<file path="src/rtl/core/durg_pkg.sv">
// Shared types and constants for the uniform random draw unit.
package durg_pkg;

  localparam int unsigned MAG_W     = 128;
  localparam int unsigned FRAC_BITS = 80;
  localparam int unsigned FIFO_DEPTH = 4;
  localparam int unsigned FIFO_AW    = $clog2(FIFO_DEPTH);

  localparam logic [31:0] LCG_MUL       = 32'd69069;
  localparam logic [31:0] ZERO_SEED_SUB = 32'd259341593;
  localparam logic [31:0] DIV_K         = 32'hFFFF_FFFF;
  localparam logic signed [31:0] INT_MAX = 32'sh7FFF_FFFF;
  localparam logic signed [31:0] INT_MIN = 32'sh8000_0000;

  typedef enum logic [1:0] {
    MODE_EMPTY,
    MODE_LOW,
    MODE_TOP,
    MODE_FULL
  } mode_t;

  typedef struct packed {
    mode_t              mode;
    logic signed [31:0] lo;
    logic signed [31:0] hi;
    logic [31:0]        seed;
  } item_t;

endpackage

</file>
<file path="src/rtl/core/durg_front.sv">
// Front end: takes input beats and sorts them by range case.
module durg_front (
  input  logic                 in_valid,
  input  logic [31:0]          in_seed_in,
  input  logic signed [31:0]   in_range_start,
  input  logic signed [31:0]   in_range_end,
  input  logic                 fifo_full,
  output logic                 in_ready,
  output logic                 push,
  output durg_pkg::item_t      push_item
);
  import durg_pkg::*;

  assign in_ready = !fifo_full;
  assign push     = in_valid && !fifo_full;

  always_comb begin
    push_item.lo   = in_range_start;
    push_item.hi   = in_range_end;
    push_item.seed = in_seed_in;
    priority if (in_range_start >= in_range_end) begin
      push_item.mode = MODE_EMPTY;
    end else if (in_range_end != INT_MAX) begin
      push_item.mode = MODE_LOW;
    end else if (in_range_start != INT_MIN) begin
      push_item.mode = MODE_TOP;
    end else begin
      push_item.mode = MODE_FULL;
    end
  end

endmodule

</file>
<file path="config.mk">
export PLATFORM = sky130hd
export DESIGN_NAME = durg_front
export DESIGN_NICKNAME = d
export VERILOG_FILES = /design/src/rtl/core/durg_pkg.sv /design/src/rtl/core/durg_front.sv
export SDC_FILE = /design/constraint.sdc
export NUM_CORES = 1
export LEC_CHECK = 0
export BUFFER_PORTS_ARGS = -buffer_cell sky130_fd_sc_hd__buf_2
export CORE_AREA = 2 2 76 78
export DETAILED_ROUTE_END_ITERATION = 12
export DIE_AREA = 0 0 78 80
export PLACE_DENSITY = 0.73
export SLEW_MARGIN = 30
export SYNTH_ARGS = -nofsm -noshare
export SYNTH_HDL_FRONTEND = slang
export SYNTH_SLANG_ARGS = --single-unit
</file>
<file path="constraint.sdc">
create_clock -name vclk -period 5.9
set_input_delay 0.59 -clock vclk [all_inputs]
set_output_delay 0.59 -clock vclk [all_outputs]
set_load 0.02 [all_outputs]
</file>
==> results of run 1 <==
kinds of logic (layout without fill, tap and decap cells):
logic type / after synthesis / in the layout
AO/OA/AOI/OAI: 24 / 24
buffers and inverters: 129 / 167
AND/OR/NAND/NOR: 52 / 52
adder cells (fa/ha/maj): 32 / 32
how the worst max path moves through the flow:
stage	to	depth (start not counted)	start
2_1_floorplan	push_item[96]	8	in_range_end[19]
4_1_cts	push_item[96]	10	in_range_end[14]
6_report	push_item[96]	10	in_range_end[14]
5_1_grt	push_item[96]	10	in_range_end[14]
3_3_place_gp	push_item[96]	10	in_range_end[14]
3_5_place_dp	push_item[96]	10	in_range_end[14]
metrics by stage:
stage               setup slack, ns  utilization (%)
floorplan                      2.59                -
global placement               2.61             32.1
detailed placement             2.53             32.1
CTS                            2.52             32.1
global route                   2.39             32.1
finish                         2.53             32.1
power groups by stage:
stage | logic, uW | registers (uW) | clock network (uW)
after global placement | 141 | 0 | 0
after CTS | 145 | 0 | 0
after global routing | 159 | 0 | 0
final | 143 | 0 | 0
after floorplan | 139 | 0 | 0
after detailed placement | 145 | 0 | 0
cells in the final DEF (no fill, tap or decap):
cell type	synthesis	layout
a2111o_1	1	1
a21o_1	3	3
a21oi_1	12	12
a221o_1	1	1
a221oi_1	1	1
a31oi_2	1	1
and4_1	1	1
buf_2	0	134
ha_1	32	32
inv_1	33	33
nand2_1	8	8
nand2b_1	1	1
nand3_1	4	4
nand4_1	15	15
nor2_1	5	5
nor2b_1	3	3
nor3_1	2	2
nor4_1	9	9
nor4b_1	3	3
o211ai_1	1	1
o21ai_0	4	4
or4_1	1	1
layer usage:
layer,vias to the layer above,track usage [%],wire length [um]
li1,792,-,-
met4,0,1.75,42
met1,676,13.9,1730
met2,91,30.3,2570
met3,8,2.15,432
met5,-,0,0
worst max-delay path, delay by kind of cell:
| family | cells | cell delay, ns |
|---|---|---|
| buffers and inverters | 3 | 0.36 |
| AOI/OAI and AO/OA | 2 | 0.38 |
| and+or+nand+nor | 4 | 1.14 |
| adders and majority gates | 1 | 0.31 |
cell type report:
cell class                      count  area (um2)
Fill cell                         637        3670
Inverter                           33         124
Multi-Input combinational cell    108         850
Tap cell                           72        90.1
Timing Repair Buffer              134         671
synthesized netlist by cell type:
master and instances:
ha_1 32, nand2_1 8, nand4_1 15, nor3_1 2
a21oi_1 12, a31oi_2 1, o21ai_0 4, and4_1 1
a221oi_1 1, or4_1 1, nor4b_1 3, inv_1 33
nand2b_1 1, nor2_1 5, nor2b_1 3, nand3_1 4
nor4_1 9, a2111o_1 1, buf_4 96, a21o_1 3
o211ai_1 1, a221o_1 1
==> impl_metrics.yaml, run 1 <==
power_and_ir_drop:
  intPower_uw: 56.3
  p_seq_share_pct: 0
  p_leak_uw: 0.00106
  power.net_switching_uw: 86.6
  p_comb_share_pct: 100.0
  clkPwrFrac_pct: 0
  powerDensity_mw_per_mm2: 82.4
  switching_share_pct: 60.6
  total_power_uw: 143
  ir_drop_v: 0.0000324
worst_setup_path:
  worstPathCellList: "buf_2 -> inv_1 -> ha_1 -> nand4_1 -> or4_1 -> a21o_1 -> a31oi_2 -> nor3_1 -> nor4b_1 -> buf_2"
  required_ns: 5.31
  cp-start-kind: "input pin"
  cp-end-kind: "primary output"
  cp_data_arrival_time_ns: 2.78
  max_stage_delay_ns: 0.58
  crit_top_cell: "buf_2"
  cp_max_fo: 3
  crit_type: "in2out"
  critPathSlowestCell: "or4_1"
cells_and_area:
  diodes: 0
  seqCellArea_um2: 0
  nClkBuffers: 0
  flops_and_latches: 0
  stdcell_area_mm2: 0.00173
  area_delta_synth_final_pct: 2.36
  fin_nets: 407
  drive_gt1_share_pct: 49.1
  fin_cells: 347
placement:
  dp.cells: 347
  dp_hpwl_um: 4470
  place_area_mm2: 0.00173
  gp_congestion: 0.800
  portBuffers: 134
sta:
  tns_ns: 0
  hold_viol: 0
  fin_hold_ws_ns: 1.18
  maxSlewViolCount: 0
  setup-violations-final: 0
  worst_slew_pin_slew_ns: 0.460
  min_period_ns: 3.37
  timing.final.crit_share_pct: 57.1
  slew-limit-headroom_pct: 69.0
  timing.fmax_mhz: 297
  rsz0062_at_grt: "false"
status:
  status: "completed"
global_routing:
  grt_pass1_wl_um: 7090
  gr-total-overflow: 0
  grt_pass1_vias: 1497
  globalRouteTotalUtil_pct: 14.0
  grt_max_degree: 5
  antenna_found_initial: 0
synthesis:
  syn_nets: 367
  synthSimpleGateAreaFrac_pct: 17.5
  synth-compound-area-share_pct: 9.01
  synthMuxAreaShare_pct: 0
  yosysWarnings: 0
  yosys.area.top_type: "buf_4"
  synth_cell_type_count: 22
  synth_xor_area_share_pct: 0
  netlist_instances: 237
  yosysTopAreaCellShare_pct: 42.5
  synth_top_family_by_area: "buffers and inverters"
  syn_area_mm2: 0.00169
  synth_area_leaders: "buf_4 43%, ha_1 24%, inv_1 7.3%"
  yosysSeqAreaShare_pct: 0
  syn_area_per_cell_um2: 7.15
  synthAdderAreaFrac_pct: 23.6
floorplanning:
  die_y_um: 80
  fp.dieArea_mm2: 0.00624
  coreArea_mm2: 0.00541
  die_w_um: 78
  rows: 27
  ioPinCount: 198
  start_util_pct: 31.3
routing:
  ant_nets: 0
  drt_iter0_markers: 30
  first_pass_iters: 4
  vias: 1567
  drc_errors: 0
  wl_per_cell_um: 13.8
  wirelength_um: 4780
  via_per_inst: 4.52
min_path:
  hold_path_class: "in2out"
  worstHoldStart: "in_seed_in[14]"
  worst_hold_path.num_cells: 0
  holdPathEnd: "push_item[14]"
run:
  cap_violations: 0
clock_tree:
  cts_resized: 0
  postCtsSetupRepairBufs: 0
  cts_hold_buf: 0
No activity file was read; power rests on OpenSTA's default activity.
==> inputs of run 2 (changes only) <==
--- a/config.mk
+++ b/config.mk
@@ -6,10 +6,10 @@
 export NUM_CORES = 1
 export LEC_CHECK = 0
 export BUFFER_PORTS_ARGS = -buffer_cell sky130_fd_sc_hd__buf_2
-export CORE_AREA = 2 2 76 78
+export CORE_AREA = 2 2 77 79
 export DETAILED_ROUTE_END_ITERATION = 12
-export DIE_AREA = 0 0 78 80
-export PLACE_DENSITY = 0.73
+export DIE_AREA = 0 0 79 81
+export PLACE_DENSITY = 0.72
 export SLEW_MARGIN = 30
 export SYNTH_ARGS = -nofsm -noshare
 export SYNTH_HDL_FRONTEND = slang
==> constraint.sdc (replaced) <==
create_clock -name vclk -period 3.5
set_input_delay 0.35 -clock vclk [all_inputs]
set_output_delay 0.35 -clock vclk [all_outputs]
set_load 0.02 [all_outputs]
==> run 2 against run 1 <==
Sequential cell count did not move. Sequential share of layout area is the same. Critical path type unchanged. Die area rose by 2.5%. Global-route usage shrank 0.22 points. Final area up 0.22%. Count of clock-buffer cells in the layout is the same. Setup slack worse by 1.8 ns. Largest cell class unchanged. Largest power group unchanged. Total power increased by 68%. Critical endpoint is now push_item[97].
==> impl_metrics.yaml, run 2 (synthesized netlist as in run 1, its figures left out) <==
power_and_ir_drop:
  ir_drop_v: 0.0000413
  powerDensity_mw_per_mm2: 138
  p_leak_uw: 0.00106
global_routing:
  gr-total-overflow: 0
  grt_pass1_wl_um: 6880
  antenna_found_initial: 0
  globalRouteTotalUtil_pct: 13.7
  grt_pass1_vias: 1403
  grt_max_degree: 5
cells_and_area:
  area_delta_synth_final_pct: 2.59
  nClkBuffers: 0
  layout_commonest_cell: "buf_2"
  final_cell_mix: "134 x buf_2, 33 x inv_1, 32 x ha_1"
  fill_cells: 640
  seqCellArea_um2: 0
  flops_and_latches: 0
  diodes: 0
  drive_gt1_share_pct: 49.1
  fin_nets: 407
routing:
  first_pass_iters: 2
  drt_iter0_markers: 8
  wl_per_cell_um: 14.0
  drc_errors: 0
  vias: 1586
  via_per_inst: 4.53
  ant_nets: 0
  wirelength_um: 4900
floorplanning:
  ioPinCount: 198
  coreArea_mm2: 0.00568
  rows: 28
  start_util_pct: 29.9
  die_w_um: 79
  fp.dieArea_mm2: 0.00640
  die_y_um: 81
sta:
  tns_ns: 0
  worst_slew_pin_slew_ns: 0.427
  rsz0062_at_grt: "false"
  hold_viol: 0
  min_period_ns: 2.81
  setup-violations-final: 0
  timing.final.crit_share_pct: 80.3
  slew-limit-headroom_pct: 71.3
  timing.fmax_mhz: 356
  fin_ws_ns: 0.691
  maxSlewViolCount: 0
worst_setup_path:
  worstPathCellList: "buf_2 -> inv_1 -> ha_1 -> nand4_1 -> or4_1 -> a21o_1 -> a31oi_2 -> nor3_1 -> nor4b_1 -> buf_2"
  cp-start-kind: "input pin"
  cp-startpoint: "in_range_end[14]"
  cp-end-kind: "primary output"
  crit_type: "in2out"
  cp_data_arrival_time_ns: 2.46
  cp_max_fo: 3
  max_stage_delay_ns: 0.57
  crit_top_cell: "buf_2"
  critPathSlowestCell: "or4_1"
  required_ns: 3.15
placement:
  gp_congestion: 0.757
  dp_hpwl_um: 4580
  pre_cts_slack_ns: 0.675
  portBuffers: 134
run:
  cap_violations: 0
clock_tree:
  postCtsSetupRepairBufs: 0
  cts_resized: 0
  cts_hold_buf: 0
min_path:
  worstHoldStart: "in_seed_in[14]"
  hold_path_class: "in2out"
status:
  status: "completed"
run 2: worst max-delay path: cells and delay by family:
| kind | cells | cell delay [ns] |
|---|---|---|
| AO/OA/AOI/OAI | 2 | 0.37 |
| buffers and inverters | 3 | 0.36 |
| adder cells (fa/ha/maj) | 1 | 0.31 |
| AND/OR/NAND/NOR | 4 | 1.06 |
run 2: worst paths after layout:
path	slack, ns	cells after the start	endpoint
worst min-delay path	0.70	0	push_item[14]
worst max-delay path	0.69	10	push_item[97]
run 2: where the power goes:
group	switching [uW]	internal, uW
combinational	146	94.3
clock	0	0
sequential	0	0
run 2: per-stage QoR:
| stage | total power [uW] | hold slack (ns) | instance area [um2] | cells | utilization [%] |
|---|---|---|---|---|---|
| after global routing | 268 | 0.700 | 1740 | 350 | 30.6 |
| after CTS | 244 | 0.700 | 1740 | 350 | 30.6 |
| after detailed placement | 243 | 0.700 | 1740 | 350 | 30.6 |
| final | 240 | 0.700 | 1740 | 350 | 30.6 |
| after floorplan | 234 | 0.777 | 1690 | 237 | - |
| after global placement | 240 | 0.700 | 1740 | 350 | 30.6 |
run 2: layer usage:
layer	vias to the layer above	routed length (um)	track usage (%)
met5	-	0	0
met3	14	439	1.44
li1	794	-	-
met1	694	1790	14.3
met4	0	59	1.55
met2	84	2610	29.7
run 2: final cells by class:
class	count	area, um2	area share, %
inverters	33	124	7.13
multi-input cells	108	850	48.9
well taps	75	93.8	5.40
repair buffers	134	671	38.6
