**src/rtl/core/durg_pkg.sv**
```systemverilog
// Shared types and constants for the uniform random draw unit.
package durg_pkg;

  localparam int unsigned MAG_W     = 128;
  localparam int unsigned FRAC_BITS = 80;
  localparam int unsigned FIFO_DEPTH = 4;
  localparam int unsigned FIFO_AW    = $clog2(FIFO_DEPTH);

  localparam logic [31:0] LCG_MUL       = 32'd69069;
  localparam logic [31:0] ZERO_SEED_SUB = 32'd259341593;
  localparam logic [31:0] DIV_K         = 32'hFFFF_FFFF;
  localparam logic signed [31:0] INT_MAX = 32'sh7FFF_FFFF;
  localparam logic signed [31:0] INT_MIN = 32'sh8000_0000;

  typedef enum logic [1:0] {
    MODE_EMPTY,
    MODE_LOW,
    MODE_TOP,
    MODE_FULL
  } mode_t;

  typedef struct packed {
    mode_t              mode;
    logic signed [31:0] lo;
    logic signed [31:0] hi;
    logic [31:0]        seed;
  } item_t;

endpackage

```
**src/rtl/core/durg_fifo.sv**
```systemverilog
// Short queue between the front end and the arithmetic pipeline.
module durg_fifo (
  input  logic            clk,
  input  logic            rst_n,
  input  logic            push,
  input  durg_pkg::item_t push_item,
  input  logic            pop,
  output logic            full,
  output logic            not_empty,
  output durg_pkg::item_t head_item
);
  import durg_pkg::*;

  item_t                   mem_r [FIFO_DEPTH];
  logic [FIFO_AW-1:0]      wr_ptr_r, wr_ptr_nxt;
  logic [FIFO_AW-1:0]      rd_ptr_r, rd_ptr_nxt;
  logic [FIFO_AW:0]        count_r, count_nxt;

  assign full      = (count_r == (FIFO_AW+1)'(FIFO_DEPTH));
  assign not_empty = (count_r != '0);
  assign head_item = mem_r[rd_ptr_r];

  always_comb begin
    wr_ptr_nxt = push ? wr_ptr_r + 1'b1 : wr_ptr_r;
    rd_ptr_nxt = pop ? rd_ptr_r + 1'b1 : rd_ptr_r;
    count_nxt  = count_r + (FIFO_AW+1)'(push) - (FIFO_AW+1)'(pop);
  end

  always_ff @(posedge clk) begin
    if (!rst_n) begin
      wr_ptr_r <= '0;
      rd_ptr_r <= '0;
      count_r  <= '0;
    end else begin
      wr_ptr_r <= wr_ptr_nxt;
      rd_ptr_r <= rd_ptr_nxt;
      count_r  <= count_nxt;
    end
  end

  always_ff @(posedge clk) begin
    if (push) begin
      mem_r[wr_ptr_r] <= push_item;
    end
  end

  a_no_overflow: assert property (@(posedge clk) disable iff (!rst_n)
    !(push && full)) else $error("queue push while full");
  a_no_underflow: assert property (@(posedge clk) disable iff (!rst_n)
    !(pop && !not_empty)) else $error("queue pop while empty");
  a_count_bound: assert property (@(posedge clk) disable iff (!rst_n)
    count_r <= (FIFO_AW+1)'(FIFO_DEPTH)) else $error("queue count out of range");

endmodule

```
**config.mk**
```make
export PLATFORM = sky130hd
export DESIGN_NAME = durg_fifo
export DESIGN_NICKNAME = d
export VERILOG_FILES = /design/src/rtl/core/durg_pkg.sv /design/src/rtl/core/durg_fifo.sv
export SDC_FILE = /design/constraint.sdc
export NUM_CORES = 1
export LEC_CHECK = 0
export BUFFER_PORTS_ARGS = -buffer_cell sky130_fd_sc_hd__clkbuf_2
export CELL_PAD_IN_SITES_DETAIL_PLACEMENT = 0
export CELL_PAD_IN_SITES_GLOBAL_PLACEMENT = 1
export CORE_MARGIN = 4
export CORE_UTILIZATION = 25
export CTS_CLUSTER_DIAMETER = 80
export DETAILED_ROUTE_END_ITERATION = 7
export HOLD_SLACK_MARGIN = 0.15
export PLACE_DENSITY_LB_ADDON = 0.1
export SLEW_MARGIN = 5
export SYNTH_ARGS = -nofsm -noshare
export SYNTH_HDL_FRONTEND = slang
export SYNTH_SLANG_ARGS = --single-unit
export TNS_END_PERCENT = 1
```
**constraint.sdc**
```tcl
create_clock -name clk -period 3.45 [get_ports clk]
set_input_delay 0.69 -clock clk [delete_from_list [all_inputs] [get_ports clk]]
set_output_delay 0.69 -clock clk [all_outputs]
set_load 0.005 [all_outputs]
```
==> results.md, run 1 <==
* Outcome: finished, final reports clean
* CTS tree: yes
* Max-slew violations at 0
* Clock network latency to the later pin of the worst-skew pair at 0.56 ns
* Slew HR at 53.3%
* Sw Pwr at 2.45 mW
* Yosys cell types at 20
* Cts repair resizes at 0
* Core area at 57700 sq um
* Most common library cells after synthesis: edfxtp_1 (392), mux4_2 (98), buf_2 (11)
* Initial antenna violation count at 2
* Antenna Nets Post-Route at 0
* Flops & latches, synth at 401
* R2r endpoint: mem_r[2][36]$_DFFE_PP_
* Reg clk slew, reported paths at 0.06 ns
* First-pass GRT wire length at 49200 um
* Multiplexer area fraction after synthesis at 15.2%
* Layout cells sized above 1 at 46.4%
* Worst reg2reg path depth at 4
* # rows at 88
* Synth Area in Compound Gates at 0.103%
* IO buf count at 201
* Pin count of the biggest net entering global routing at 42
* Final nets at 908
* Grt met2 use at 17.7%
* Crit path time final at 2.91 ns
* Most area-consuming cells after synthesis: edfxtp_1 (81%), mux4_2 (15%), dfxtp_1 (1.2%), ha_1 (0.52%), buf_2 (0.38%)
* Switching share of power at 21.5%
* Remaining DRCs at 0
* Post-CTS Setup Bufs at 0
* H-Tree Depth at 2
* Critical path arrival at 2.22 ns
* Clock power share at 41.5%
* Crit end category: primary output
* Worst slew pin tran at 0.700 ns
* Final setup violation count at 0
* Final non-filler cell area at 18200 sq um
* Synth Area in Simple Gates at 0.524%
* RSZ-0062 raised after global routing: no
* Root buffer cell: clkbuf_16
* Post-synthesis cell count at 555
* Hold/Removal Path Class: in2reg
* Vias in the first global route at 7489
* Setup TNS at 0 ns
* Startpoint types: register
* Reg-to-Reg Start: wr_ptr_r[0]$_SDFFE_PN0P_
* Main combinational cell family by area after synthesis: multiplexers
* Register area share after synthesis at 82.1%
* Synthesized-area fraction occupied by adder cells at 0.653%
* Worst VDD drop at 0.000310 V
* Busiest grt layer: met2
* Overall Power at 11.4 mW
* Met1 Resource Use GR at 13.5%
* Gpl congestion at 0.651
* Synthesized area per cell at 26.2 sq um
* Via/cell ratio at 4.18
* Setup CP Type: reg2out
* Final wirelength at 33100 um
* Final period util at 84.3%
* Final std cells w/o fill at 1600
* Max_cap viols at 0
* Area after DPL at 16700 sq um
* Most used DFF post-synth: edfxtp_1
* Grt total ovfl at 0
* WP data required at 2.76 ns
* Crit path to: head_item[1]
* Tot GR Track Use at 10.6%
* Crit-path max FO at 41
* Die width at 249 um
* Comb power frac at 8.7%
* P_int at 8.95 mW
* Setup ws final at 0.541 ns
* Initial DRC count at 275
* EDFF count, synth at 392
* Via count at 6680
* Placed Instances at 1516
* Post-CTS Hold Buffers at 0
* Yosys top cell by area: edfxtp_1
* Met3 usage at 2.40%
* P per Cell Area at 628 nW/um^2
* Worst-case clock buffer depth at 3
* Async S/R FF share, synth at 0%
* Clock sink count at 401
* Die area at 62200 sq um
* Share of the synthesized area in the top cell type at 80.8%
* Seq pwr share at 49.7%
* Initial core utilization at 25.2%
* Detailed Place HPWL at 20100 um
* Pre-CTS worst setup slack at 1.07 ns
* Synth warn at 0
* Io pins at 202
* Pre-Repair DR Iteration Count at 4
* Final Hold Vio Count at 0
* Netlist Area Pre-Place at 14600 sq um
* CTS buffer count at 46
* R2r setup slk at 1.59 ns
* Post-Syn Nets at 664
* Avg WL per Cell at 20.7 um
* Fmax at 344 MHz
* Most common cell in the synthesized netlist: edfxtp_1
* Final Skew at 0.00988 ns
* Leakage at 6.05 nW
* Synthesis-to-finish area growth at 24.7%
* Die extent in y at 249 um
* XOR/XNOR share of the synthesized area at 0.284%
[power by group through the flow]
stage | clock network (mW) | registers, mW | logic [mW]
after detailed placement | 0 | 5.78 | 1.04
after global placement | 0 | 5.76 | 1.03
final | 4.74 | 5.67 | 0.996
after global routing | 5.12 | 5.69 | 1.10
after CTS | 4.91 | 5.67 | 1.05
after floorplan | 0 | 5.76 | 0.541
[how the worst min path moves through the flow]
stage	start	to	slack [ns]	cells after the start
finish	push_item[61]	mem_r[0][61]$_DFFE_PP_	0.35	1
global route	push_item[13]	mem_r[3][13]$_DFFE_PP_	0.32	1
detailed placement	rd_ptr_r[1]$_SDFFE_PN0P_	register	0.54	2
CTS	push_item[13]	mem_r[3][13]$_DFFE_PP_	0.30	1
floorplan	rd_ptr_r[1]$_SDFFE_PN0P_	register	0.50	2
global placement	rd_ptr_r[0]$_SDFFE_PN0P_	register	0.53	2
[cell families after synthesis]
group / after synthesis
XOR/XNOR: 3
adder cells (fa/ha/maj): 7
flip-flops: 401
buffers and inverters: 29
multiplexers: 99
AO/OA/AOI/OAI: 2
AND/OR/NAND/NOR: 14
[through the flow]
stage               utilization [%]  hold WS (ns)
finish                         31.5         0.350
global route                   31.5         0.319
CTS                            31.5         0.304
detailed placement             28.9         0.535
global placement               28.9         0.525
floorplan                         -         0.499
[critical path, cell delays in order (launching register included)]
cell	delay, ns
dfxtp_4	0.50
buf_12	0.38
mux4_2	0.61
clkbuf_2	0.14
[registers in the layout, indices dropped and copies added (netlist names), named ones only]
register	count
mem_r	392
count_r	3
rd_ptr_r	2
wr_ptr_r	2
[cells in the final DEF, fill, tap and decap left out, types with 2 or more instances in the layout]
cell type,instances
mux4_2,98
inv_6,2
nor2_1,5
xnor2_1,2
clkbuf_16,49
bufinv_16,4
dfxtp_4,2
dfxtp_1,7
clkbuf_1,8
clkinv_2,8
clkbuf_2,201
clkinv_1,11
ha_1,6
buf_12,11
buf_4,6
and2_1,2
inv_1,7
edfxtp_1,392
and2_4,4
[metal layers]
layer  vias up  wire length, um  share of wire [%]
met5         -                8              0.024
met2       174            16300                 49
met1      3558            14400                 43
li1       2881                -                  -
met4         2              945                2.9
met3        65             1460                4.4
[layout make-up]
class	instances	area, sq um
clock buffers	57	1260
flip-flops and latches	401	12000
repair buffers	218	1270
fillers	5609	39500
well taps	765	957
multi-input cells	125	2450
diodes	1	2.50
clock inverters	26	228
inverters	7	26.3
Power figures use the tool's default switching activity.
==> run 2, diff against run 1 <==
- ABC_AREA: unset -> 1
- clock period: 3.45 -> 2.4 ns (I/O delays scaled with it)
==> run 2 against run 1 <==
Against the previous run: synthesized area is 9.7% higher; non-clock buffer count up 140; cell area rose by 16%; clock skew grew 0.0043 ns; critical path depth up 4; flip-flop and latch count is the same; first-iteration DRC count is 43% higher; highest routed layer is now met4.
==> results.md, run 2 <==
* Startpoint types: register (unchanged)
* Sw Pwr at 3.98 mW (was 2.45 mW)
* Leakage at 8.10 nW (was 6.05 nW)
* R2r endpoint: mem_r[0][73]$_DFFE_PP_ (was mem_r[2][36]$_DFFE_PP_)
* Crit path time final at 2.32 ns
* Max Used Layer: met4 (was met5)
* Via count at 9814 (was 6680)
* Worst slew pin tran at 0.469 ns (was 0.700 ns)
* # rows at 92 (was 88)
* Final Hold Vio Count at 0 (unchanged)
* RSZ-0062 raised after global routing: yes (was no)
* Post-synthesis cell count at 1199 (was 555)
* Area after DPL at 18000 sq um (was 16700 sq um)
* Slowest-stage cell, CP: dfxtp_4 (was mux4_2)
* Slew HR at 68.7% (was 53.3%)
* Max_cap viols at 0 (unchanged)
* Core area at 63200 sq um (was 57700 sq um)
* Final Core Density at 33.2% (was 31.5%)
* Hold endpoint: count_r[1]$_SDFF_PN0_ (was mem_r[0][61]$_DFFE_PP_)
* Worst reg2reg path depth at 5 (was 4)
* Die extent in y at 261 um (was 249 um)
* Tot GR Track Use at 11.0% (was 10.6%)
* Initial DRC count at 392 (was 275)
* Largest stage delay, worst path at 0.38 ns (was 0.61 ns)
* P per Cell Area at 809 nW/um^2 (was 628 nW/um^2)
* Max-slew violations at 0 (unchanged)
* R2r setup slk at 0.80 ns (was 1.59 ns)
* Setup CP Type: reg2out (unchanged)
* WP data required at 1.92 ns (was 2.76 ns)
* Worst path cell trace: buf_4, buf_12, buf_12, a21oi_1, o21ai_1, nand2_1, clkbuf_2 (was buf_12, mux4_2, clkbuf_2)
* Initial core utilization at 25.3% (was 25.2%)
* Detailed Place HPWL at 22700 um (was 20100 um)
* H-Tree Depth at 2 (unchanged)
* Vias in the first global route at 9600 (was 7489)
* Pre-CTS worst setup slack at 0.579 ns (was 1.07 ns)
* Final Skew at 0.0142 ns (was 0.00988 ns)
* Pre-Repair DR Iteration Count at 4 (unchanged)
* Final non-filler cell area at 21000 sq um (was 18200 sq um)
* Critical path arrival at 1.84 ns (was 2.22 ns)
* Most common cell after layout, fill and taps aside: edfxtp_1 (unchanged)
* Grt total ovfl at 0 (unchanged)
* Final wirelength at 40500 um (was 33100 um)
* CTS buffer count at 51 (was 46)
* Async S/R FF share, synth at 0% (unchanged)
* Crit-path max FO at 22 (was 41)
* Footprint of the multi-input gates at 2700 sq um (was 2450 sq um)
* Register area share after synthesis at 74.8% (was 82.1%)
* Most used DFF post-synth: edfxtp_1 (unchanged)
* Initial antenna violation count at 3 (was 2)
* Layout cells sized above 1 at 22.2% (was 46.4%)
* Register with the most flip-flops: mem_r (unchanged)
* Fmax at 431 MHz
* Flops & latches, synth at 401 (unchanged)
* Via/cell ratio at 4.03 (was 4.18)
* Die area at 68000 sq um (was 62200 sq um)
* CTS tree: yes (unchanged)
* Seq pwr share at 47.6% (was 49.7%)
* Hold_sp: rst_n (was push_item[61])
* Netlist Area Pre-Place at 16000 sq um (was 14600 sq um)
* Register area at 12000 sq um (about the same)
* Comb power frac at 10.4% (was 8.7%)
* Remaining DRCs at 0 (unchanged)
* Met2 Wirelength at 19400 um (was 16300 um)
* Most area-consuming cells after synthesis: edfxtp_1 (74%), inv_1 (5.0%), nand2_1 (4.8%), o211ai_1 (4.6%), a21oi_1 (3.3%) (was edfxtp_1 (81%), mux4_2 (15%), dfxtp_1 (1.2%), ha_1 (0.52%), buf_2 (0.38%))
* Final period util at 96.8%
* Fill cells at 6282 (was 5609)
* Synthesis-to-finish area growth at 31.4% (was 24.7%)
* Clock power share at 42.0% (was 41.5%)
* Synthesized area per cell at 13.3 sq um (was 26.2 sq um)
* Outcome: finished, final reports clean (unchanged)
* Biggest regs: mem_r (392), count_r (3) (unchanged)
* First-pass GRT wire length at 57600 um (was 49200 um)
* Gpl congestion at 0.673 (was 0.651)
* EDFF count, synth at 392 (unchanged)
* Overall Power at 17.0 mW (was 11.4 mW)
* Pin count of the biggest net entering global routing at 92 (was 42)
* Most common library cells after synthesis: edfxtp_1 (392), inv_1 (211), nand2_1 (206) (was edfxtp_1 (392), mux4_2 (98), buf_2 (11))
* Reg-to-Reg Start: wr_ptr_r[0]$_SDFFE_PN0P_ (unchanged)
* Io pins at 202 (unchanged)
* Post-Syn Nets at 1308 (was 664)
* IO buf count at 201 (unchanged)
* Hold/Removal Path Class: in2reg (unchanged)
* Final setup violation count at 0 (unchanged)
* Yosys top cell by area: edfxtp_1 (unchanged)
* P_int at 13.0 mW (was 8.95 mW)
* Avg WL per Cell at 16.7 um (was 20.7 um)
* Clock network latency to the later pin of the worst-skew pair at 0.58 ns (was 0.56 ns)
* Most common cell in the synthesized netlist: edfxtp_1 (unchanged)
* Share of the synthesized area in the top cell type at 73.7% (was 80.8%)
* Setup TNS at 0 ns (unchanged)
* Final nets at 1653 (was 908)
* Clock sink count at 401 (unchanged)
* Top cell by count, worst path: buf_12
* Metal-1 WL at 17900 um (was 14400 um)
* Setup ws final at 0.0774 ns (was 0.541 ns)
* Routed length on met3 at 2430 um (was 1460 um)
* Synth warn at 0 (unchanged)
* Root buffer cell: clkbuf_16 (unchanged)
* Hold Crit Depth at 3 (was 1)
* Die width at 261 um (was 249 um)
* Switching share of power at 23.5% (was 21.5%)
* Worst-case clock buffer depth at 3 (unchanged)
* Worst VDD drop at 0.000499 V (was 0.000310 V)
* Antenna Nets Post-Route at 0 (unchanged)
* Commonest cells after routing, fill and taps aside: edfxtp_1 (392), inv_1 (205), nand2_1 (201) (was edfxtp_1 (392), clkbuf_2 (201), mux4_2 (98))
* Reg clk slew, reported paths at 0.05 ns (was 0.06 ns)
* Max reg flops at 392 (unchanged)
* Crit end category: primary output (unchanged)
* Yosys cell types at 18 (was 20)
==> run 2: logic make-up (layout without fill, tap and decap cells) <==
kind of cell / Yosys count / count (layout) / synth area share [%]
fa+ha+maj: 7 / 7 / 0.595
compound gates: 304 / 304 / 11.1
simple gates: 210 / 210 / 4.95
other cells: 0 / 3 / 0
buf+inv: 277 / 662 / 8.56
flops: 401 / 401 / 74.8
==> run 2: how the worst max path moves through the flow <==
stage / start / end / slack (ns) / cells after the start
floorplan: wr_ptr_r[0]$_SDFFE_PN0P_ / mem_r[0][0]$_DFFE_PP_ / -0.03 / 4
global placement: pop / count_r[2]$_SDFF_PN0_ / 0.55 / 7
detailed placement: pop / count_r[2]$_SDFF_PN0_ / 0.58 / 7
CTS: register / head_item[50] / -0.03 / 5
global route: register / head_item[76] / -0.06 / 7
finish: register / head_item[76] / 0.08 / 7
==> run 2: power by group through the flow <==
stage | logic, mW | registers, mW | clock network, mW
5_1_grt | 2.01 | 8.10 | 7.78
2_1_floorplan | 0.828 | 8.23 | 0
6_report | 1.77 | 8.09 | 7.13
3_5_place_dp | 1.56 | 8.24 | 0
4_1_cts | 1.72 | 8.09 | 7.45
3_3_place_gp | 1.57 | 8.24 | 0
==> run 2: stage by stage <==
stage                     cells  hold WS (ns)
after floorplan            1199         0.436
after global placement     2216         0.438
after detailed placement   2216         0.451
after CTS                  2408         0.165
after global routing       2432         0.192
final                      2433         0.208
==> run 2: layout make-up <==
cell class	count	area share [%]
flip-flops and latches	401	57.0
repair buffers	358	13.8
multi-input cells	521	12.9
clock buffers	68	6.59
well taps	846	5.04
inverters	211	3.84
clock inverters	25	0.840
diodes	3	0.0358
==> run 2: repair_timing <==
| action | in CTS | in global routing |
|---|---|---|
| resized for setup | 7 | 18 |
| setup endpoints to repair | 30 | 91 |
| hold buffers | 99 | 0 |
| pin swaps | 5 | 10 |
| buffers inserted | 0 | 13 |
| cloned | 0 | 9 |
| endpoints found under the hold margin | 393 | 0 |
==> run 2: per-layer routing <==
metal / vias up / global-route usage, %
li1: 4886 / -
met1: 4690 / 14.1
met4: 0 / 3.00
met3: 58 / 3.16
met2: 180 / 18.2
met5: - / 0
==> run 2: critical path: cells and delay by family, from the launching register on <==
family                 cells  cell delay (ns)
AOI/OAI and AO/OA          2             0.23
DFF                        1             0.38
and+or+nand+nor            1             0.07
buffers and inverters      4             0.57
